### config.mk
export PLATFORM = sky130hd
export DESIGN_NAME = gtfw_queue
export DESIGN_NICKNAME = d
export VERILOG_FILES = /design/src/rtl/gtfw_pkg.sv /design/src/rtl/gtfw_queue.sv
export SDC_FILE = /design/constraint.sdc
export NUM_CORES = 1
export LEC_CHECK = 0
export BUFFER_PORTS_ARGS = -buffer_cell sky130_fd_sc_hd__buf_2
export CAP_MARGIN = 40
export CORE_UTILIZATION = 50
export DETAILED_ROUTE_END_ITERATION = 8
export PLACE_DENSITY = 0.77
export SYNTH_ARGS = -nofsm -noshare
export SYNTH_HDL_FRONTEND = slang
export SYNTH_SLANG_ARGS = --single-unit
### constraint.sdc
create_clock -name clk -period 7 [get_ports clk]
set_clock_uncertainty 0.1 [all_clocks]
set_input_delay 0 -clock clk [delete_from_list [all_inputs] [get_ports clk]]
set_output_delay 0 -clock clk [all_outputs]
set_load 0.03 [all_outputs]
### src/rtl/gtfw_pkg.sv
// Shared types, constants and the 5x7 font ROM of the glyph text framebuffer writer.
// Depends on nothing; every other file of the block imports it.
package gtfw_pkg;

  typedef enum logic [1:0] {
    OP_PUT   = 2'd0,
    OP_SET   = 2'd1,
    OP_CLEAR = 2'd2,
    OP_READ  = 2'd3
  } op_t;

  localparam int          FB_AW         = 10;
  localparam int          FRAME_BYTES   = 1024;
  localparam logic [9:0]  FB_LAST       = 10'h3FF;
  localparam logic [7:0]  FIRST_CODE    = 8'd32;
  localparam logic [7:0]  LAST_CODE     = 8'd126;
  localparam logic [7:0]  FALLBACK_CODE = 8'd63;
  localparam logic [7:0]  ROW_MASK      = 8'h7F;
  localparam int          QUEUE_DEPTH   = 2;

  // One classified item as it travels from the front to the back.
  typedef struct packed {
    op_t         op;
    logic        color;
    logic [39:0] glyph;     // five font columns, column 0 in the top byte
    logic [7:0]  x;         // cursor where the glyph is drawn
    logic [7:0]  y;
    logic [9:0]  rd_idx;
    logic [7:0]  col_now;   // cursor after the item
    logic [7:0]  row_now;
  } cmd_t;

  typedef enum logic [2:0] {
    B_INIT,
    B_IDLE,
    B_SETUP,
    B_DRAW,
    B_DRAIN,
    B_CLEAR,
    B_READ,
    B_RESULT
  } back_state_t;

  // Font ROM: one 40-bit word per printable code, slot 0 is the space.
  function automatic logic [39:0] font_glyph(input logic [6:0] slot);
    logic [39:0] g;
    unique case (slot)
      7'd0:  g = 40'h00_00_00_00_00;
      7'd1:  g = 40'h00_00_5F_00_00;
      7'd2:  g = 40'h00_07_00_07_00;
      7'd3:  g = 40'h14_7F_14_7F_14;
      7'd4:  g = 40'h24_2A_7F_2A_12;
      7'd5:  g = 40'h23_13_08_64_62;
      7'd6:  g = 40'h36_49_55_22_50;
      7'd7:  g = 40'h00_05_03_00_00;
      7'd8:  g = 40'h00_1C_22_41_00;
      7'd9:  g = 40'h00_41_22_1C_00;
      7'd10: g = 40'h14_08_3E_08_14;
      7'd11: g = 40'h08_08_3E_08_08;
      7'd12: g = 40'h00_50_30_00_00;
      7'd13: g = 40'h08_08_08_08_08;
      7'd14: g = 40'h00_60_60_00_00;
      7'd15: g = 40'h20_10_08_04_02;
      7'd16: g = 40'h3E_51_49_45_3E;
      7'd17: g = 40'h00_42_7F_40_00;
      7'd18: g = 40'h42_61_51_49_46;
      7'd19: g = 40'h21_41_45_4B_31;
      7'd20: g = 40'h18_14_12_7F_10;
      7'd21: g = 40'h27_45_45_45_39;
      7'd22: g = 40'h3C_4A_49_49_30;
      7'd23: g = 40'h01_71_09_05_03;
      7'd24: g = 40'h36_49_49_49_36;
      7'd25: g = 40'h06_49_49_29_1E;
      7'd26: g = 40'h00_36_36_00_00;
      7'd27: g = 40'h00_56_36_00_00;
      7'd28: g = 40'h08_14_22_41_00;
      7'd29: g = 40'h14_14_14_14_14;
      7'd30: g = 40'h00_41_22_14_08;
      7'd31: g = 40'h02_01_51_09_06;
      7'd32: g = 40'h32_49_79_41_3E;
      7'd33: g = 40'h7E_11_11_11_7E;
      7'd34: g = 40'h7F_49_49_49_36;
      7'd35: g = 40'h3E_41_41_41_22;
      7'd36: g = 40'h7F_41_41_22_1C;
      7'd37: g = 40'h7F_49_49_49_41;
      7'd38: g = 40'h7F_09_09_09_01;
      7'd39: g = 40'h3E_41_49_49_7A;
      7'd40: g = 40'h7F_08_08_08_7F;
      7'd41: g = 40'h00_41_7F_41_00;
      7'd42: g = 40'h20_40_41_3F_01;
      7'd43: g = 40'h7F_08_14_22_41;
      7'd44: g = 40'h7F_40_40_40_40;
      7'd45: g = 40'h7F_02_0C_02_7F;
      7'd46: g = 40'h7F_04_08_10_7F;
      7'd47: g = 40'h3E_41_41_41_3E;
      7'd48: g = 40'h7F_09_09_09_06;
      7'd49: g = 40'h3E_41_51_21_5E;
      7'd50: g = 40'h7F_09_19_29_46;
      7'd51: g = 40'h46_49_49_49_31;
      7'd52: g = 40'h01_01_7F_01_01;
      7'd53: g = 40'h3F_40_40_40_3F;
      7'd54: g = 40'h1F_20_40_20_1F;
      7'd55: g = 40'h3F_40_38_40_3F;
      7'd56: g = 40'h63_14_08_14_63;
      7'd57: g = 40'h07_08_70_08_07;
      7'd58: g = 40'h61_51_49_45_43;
      7'd59: g = 40'h00_7F_41_41_00;
      7'd60: g = 40'h02_04_08_10_20;
      7'd61: g = 40'h00_41_41_7F_00;
      7'd62: g = 40'h04_02_01_02_04;
      7'd63: g = 40'h40_40_40_40_40;
      7'd64: g = 40'h00_01_02_04_00;
      7'd65: g = 40'h20_54_54_54_78;
      7'd66: g = 40'h7F_48_44_44_38;
      7'd67: g = 40'h38_44_44_44_20;
      7'd68: g = 40'h38_44_44_48_7F;
      7'd69: g = 40'h38_54_54_54_18;
      7'd70: g = 40'h08_7E_09_01_02;
      7'd71: g = 40'h0C_52_52_52_3E;
      7'd72: g = 40'h7F_08_04_04_78;
      7'd73: g = 40'h00_44_7D_40_00;
      7'd74: g = 40'h20_40_44_3D_00;
      7'd75: g = 40'h7F_10_28_44_00;
      7'd76: g = 40'h00_41_7F_40_00;
      7'd77: g = 40'h7C_04_18_04_78;
      7'd78: g = 40'h7C_08_04_04_78;
      7'd79: g = 40'h38_44_44_44_38;
      7'd80: g = 40'h7C_14_14_14_08;
      7'd81: g = 40'h08_14_14_18_7C;
      7'd82: g = 40'h7C_08_04_04_08;
      7'd83: g = 40'h48_54_54_54_20;
      7'd84: g = 40'h04_3F_44_40_20;
      7'd85: g = 40'h3C_40_40_20_7C;
      7'd86: g = 40'h1C_20_40_20_1C;
      7'd87: g = 40'h3C_40_30_40_3C;
      7'd88: g = 40'h44_28_10_28_44;
      7'd89: g = 40'h0C_50_50_50_3C;
      7'd90: g = 40'h44_64_54_4C_44;
      7'd91: g = 40'h00_08_36_41_00;
      7'd92: g = 40'h00_00_7F_00_00;
      7'd93: g = 40'h00_41_36_08_00;
      7'd94: g = 40'h10_08_08_10_08;
      default: g = 40'h00_00_00_00_00;
    endcase
    return g;
  endfunction

  // Picks one column out of a glyph word; columns past the fifth are unlit.
  function automatic logic [7:0] glyph_col(input logic [39:0] g, input logic [2:0] c);
    logic [7:0] col;
    unique case (c)
      3'd0:    col = g[39:32];
      3'd1:    col = g[31:24];
      3'd2:    col = g[23:16];
      3'd3:    col = g[15:8];
      3'd4:    col = g[7:0];
      default: col = 8'h00;
    endcase
    return col;
  endfunction

endpackage

### src/rtl/gtfw_queue.sv
// Two-entry command queue between the front end and the framebuffer engine.
// Depends on gtfw_pkg for the command type and depth.
module gtfw_queue import gtfw_pkg::*; (
  input  logic clk,
  input  logic rst_n,
  input  logic push,
  input  cmd_t push_data,
  output logic q_ready,
  input  logic pop,
  output logic q_valid,
  output cmd_t pop_data
);

  cmd_t       slot_r [QUEUE_DEPTH];
  logic       wr_ptr_r, wr_ptr_nxt;
  logic       rd_ptr_r, rd_ptr_nxt;
  logic [1:0] count_r,  count_nxt;

  assign q_ready  = (count_r != 2'(QUEUE_DEPTH));
  assign q_valid  = (count_r != 2'd0);
  assign pop_data = slot_r[rd_ptr_r];

  always_comb begin
    wr_ptr_nxt = push ? ~wr_ptr_r : wr_ptr_r;
    rd_ptr_nxt = pop  ? ~rd_ptr_r : rd_ptr_r;
    count_nxt  = count_r + {1'b0, push} - {1'b0, pop};
  end

  always_ff @(posedge clk) begin
    if (!rst_n) begin
      wr_ptr_r <= 1'b0;
      rd_ptr_r <= 1'b0;
      count_r  <= 2'd0;
    end else begin
      wr_ptr_r <= wr_ptr_nxt;
      rd_ptr_r <= rd_ptr_nxt;
      count_r  <= count_nxt;
    end
  end

  always_ff @(posedge clk) begin
    if (push) begin
      slot_r[wr_ptr_r] <= push_data;
    end
  end

endmodule

==> summary.md <==
| Metric | Value |
|---|---|
| Outcome | finished, final reports clean |
| Worst hold-check path type | in -> reg |
| Htree depth | 4 |
| Post-Syn Area | 6370 µm² |
| Hold depth | 2 |
| Synth cell types | 16 |
| # diodes | 0 |
| Final worst slack | 4.86 ns |
| Fin. max-slew vios | 0 |
| CP cell instances | buf_16 -> mux2_1 -> buf_2 |
| Post-Syn Area per Cell | roughly 22 µm² |
| Met1 GRT Util | a little over 20% |
| Clk_lat worst skew | 0.41 ns |
| Fmax | about 0.47 GHz |
| Clock-pin slew on the worst setup and hold paths | about 0.07 ns |
| CTS tree | done |
| Worst-Margin Slew | about 0.6 ns |
| First-pass GRT wire length | around 19000 µm |
| Clock root buffer | clkbuf_16 |
| Critical path startpoint category | register |
| Final min period | roughly 2.1 ns |
| Max IR drop VDD | just under 0.0002 V |
| Crit path capture type | output pin |
| Most Crowded Layer GR | met2 |
| Reg-to-Reg End | wr_ptr_r |
| Register area | between 5000 and 6000 µm² |
| Io pins | around 180 |
| Non-filler cells, final | about 740 |
| Vias/cell | a little under 5 |
| Multi-input logic area | between 1000 and 1500 µm² |
| Met3 GRT Util | ~6.2% |
| GP Congestion | 0.683 |
| Antenna Violating Nets Remaining | 0 |
| Syn Inst Count | 285 |
| Pre-CTS setup slack | roughly 5.3 ns |
| CP top delay family | flip-flops |
| Post-route DRC | 0 |
| Commonest non-fill, non-tap cell in the layout | buf_2 |
| Post-synth EDFFs | 170 |
| CP max stage cell | dfxtp_4 |
| Synthesized Nets | approximately 380 |
| Maxcap violations | 0 |
| Die height | 115 µm |
| RSZ-0062 raised after global routing | false |
| FFs w/ async S/R, synth | 0% |
| Hold Crit Start | push_data[8] |
| Top_reg_cell synth | edfxtp_1 |
| Dpl cells | around 620 |
| Endpoints failing setup | 0 |
| Chip width | about 110 µm |
| Max-Slew Margin vs Limit | between 60 and 70% |
| Initial antenna violation count | 0 |
| Row count | 40 |
| Most frequent cells in the layout | buf_2 (175), edfxtp_1 (170), dlygate4sd3_1 (89) |
| Final Hold Viols | 0 |
| Final TNS setup | 0 ns |
| WHS | between 0.15 and 0.2 ns |
| Grt met2 use | a little under two fifths |
| Synth-to-Final Area Change | 41.0% |
| Drt pass-1 iters | 4 |
| Vias in the first global route | ~3800 |
| RR Startpoint | wr_ptr_r |
| Share of layout cells above drive strength 1 | between 40% and 50% |
| Total CTS buffers | 17 |
| Critical Path RT | 6.90 ns |
| Drt wl/cell | roughly 17 µm |
| CP Max Fanout | 45 |
| Initial drt markers | 205 |
| Flops & latches, synth | between 150 and 200 |
| Longest Clk Path Bufs | 2 |
| Power density over cell area | about 290 nW/µm² |
| Sequential area share after synthesis | slightly above 80% |
| FF-to-FF path depth | 4 |
| Die footprint | between 10000 and 15000 µm² |
| Leakage | around 3.4 nW |
| Crit path kind | reg -> out |
| GRT Util Overall | between 10% and 20% |
| Post-Route WL | between 10000 and 15000 µm |
| Vias | between 3000 and 4000 |
| Final Cycle Share | 30.5% |
| Hold Crit Endpoint | slot_r[1][8] |
| Largest net degree at the start of global routing | 46 |
| Delay of the slowest critical-path stage | a little over 0.7 ns |
| R2r setup slk | around 5.2 ns |
| CP Buf/Inv Count | 2 |
| Number of port buffers | between 150 and 200 |
| Core area | 12200 µm² |
| Crit path DAT | between 2 and 2.5 ns |
| Total congestion overflow | 0 |
| Post-CTS Setup Repair Bufs | 0 |
| Filler cell count | 778 |
| Clock sinks | between 150 and 200 |
| Final nets | 654 |
| Synth warn | 0 |
| Initial core utilization | 52.1% |
| Placed wire-length estimate | 7060 µm |
## routing by layer
layer,share of wire (%),wire length (µm)
met5,0,0
met4,2.0,251
met3,6.8,860
met1,38,4830
met2,53,6800
## cells in the mapped netlist, types with 2 or more instances
| library cell | instances | area [µm²] |
|---|---|---|
| buf_6 | 5 | 56.3 |
| edfxtp_1 | 170 | 5100 |
| nor2b_1 | 3 | 18.8 |
| ha_1 | 2 | 25.0 |
| mux2_1 | 50 | 563 |
| inv_1 | 2 | 7.51 |
| dfxtp_1 | 5 | 100 |
| and2_1 | 4 | 25.0 |
| buf_2 | 3 | 15.0 |
| mux2_2 | 35 | 394 |
## state kept, by name, summed over array words and instances, names as in the netlist, named ones only
name and cells:
rd_ptr_r 1, slot_r 170, count_r 2, wr_ptr_r 1
## area by class of cell
type                            count  area share, %
Clock buffer                       19           4.82
Clock inverter                     13           2.16
Inverter                            2         0.0836
Multi-Input combinational cell     99           12.1
Sequential cell                   175           58.0
Tap cell                          168           2.34
Timing Repair Buffer              268           20.5
## stage by stage
stage / power [mW] / cell area [µm²] / util, %
5_1_grt: 2.66 / 8970 / 73.5
2_1_floorplan: 1.47 / 6370 / -
3_5_place_dp: 1.57 / 7460 / 61.1
4_1_cts: 2.59 / 8970 / 73.5
3_3_place_gp: 1.55 / 7400 / 60.6
6_report: 2.58 / 8970 / 73.5
## logic make-up after synthesis
logic type | after synthesis | synth area share, %
fa+ha+maj | 2 | 0.393
compound gates | 1 | 0.118
flops | 175 | 81.8
simple gates | 9 | 0.845
buf+inv | 11 | 1.36
mux | 85 | 15.0
xor+xnor | 2 | 0.491
## where the power goes
part	total, mW	switching, mW	internal, mW
Sequential	1.23	0.0232	1.21
Combinational	0.351	0.208	0.143
Clock	0.993	0.365	0.628
## worst reg2reg max path: cells and delay by family, from the launching register on
family | cells | cell delay (ns)
and+or+nand+nor | 1 | 0.12
DFF | 1 | 0.34
buffers and inverters | 2 | 1.02
AOI/OAI and AO/OA | 1 | 0.21
## how the worst max path moves through the flow
stage / start / end / slack [ns] / depth (start not counted)
CTS: register / pop_data[84] / 4.81 / 3
global route: register / pop_data[36] / 4.74 / 3
global placement: register / pop_data[84] / 5.15 / 2
detailed placement: register / pop_data[84] / 5.27 / 3
finish: register / pop_data[34] / 4.86 / 3
floorplan: wr_ptr_r / slot_r[0][0] / 2.27 / 1
## what timing repair did
| action | 4_1_cts | 5_1_grt |
|---|---|---|
| endpoints found under the hold margin | 175 | 0 |
| endpoints found under the setup margin | 0 | 0 |
| gates resized for setup | 0 | 0 |
| hold buffers | 89 | 0 |
No activity file was read; power rests on OpenSTA's default activity.
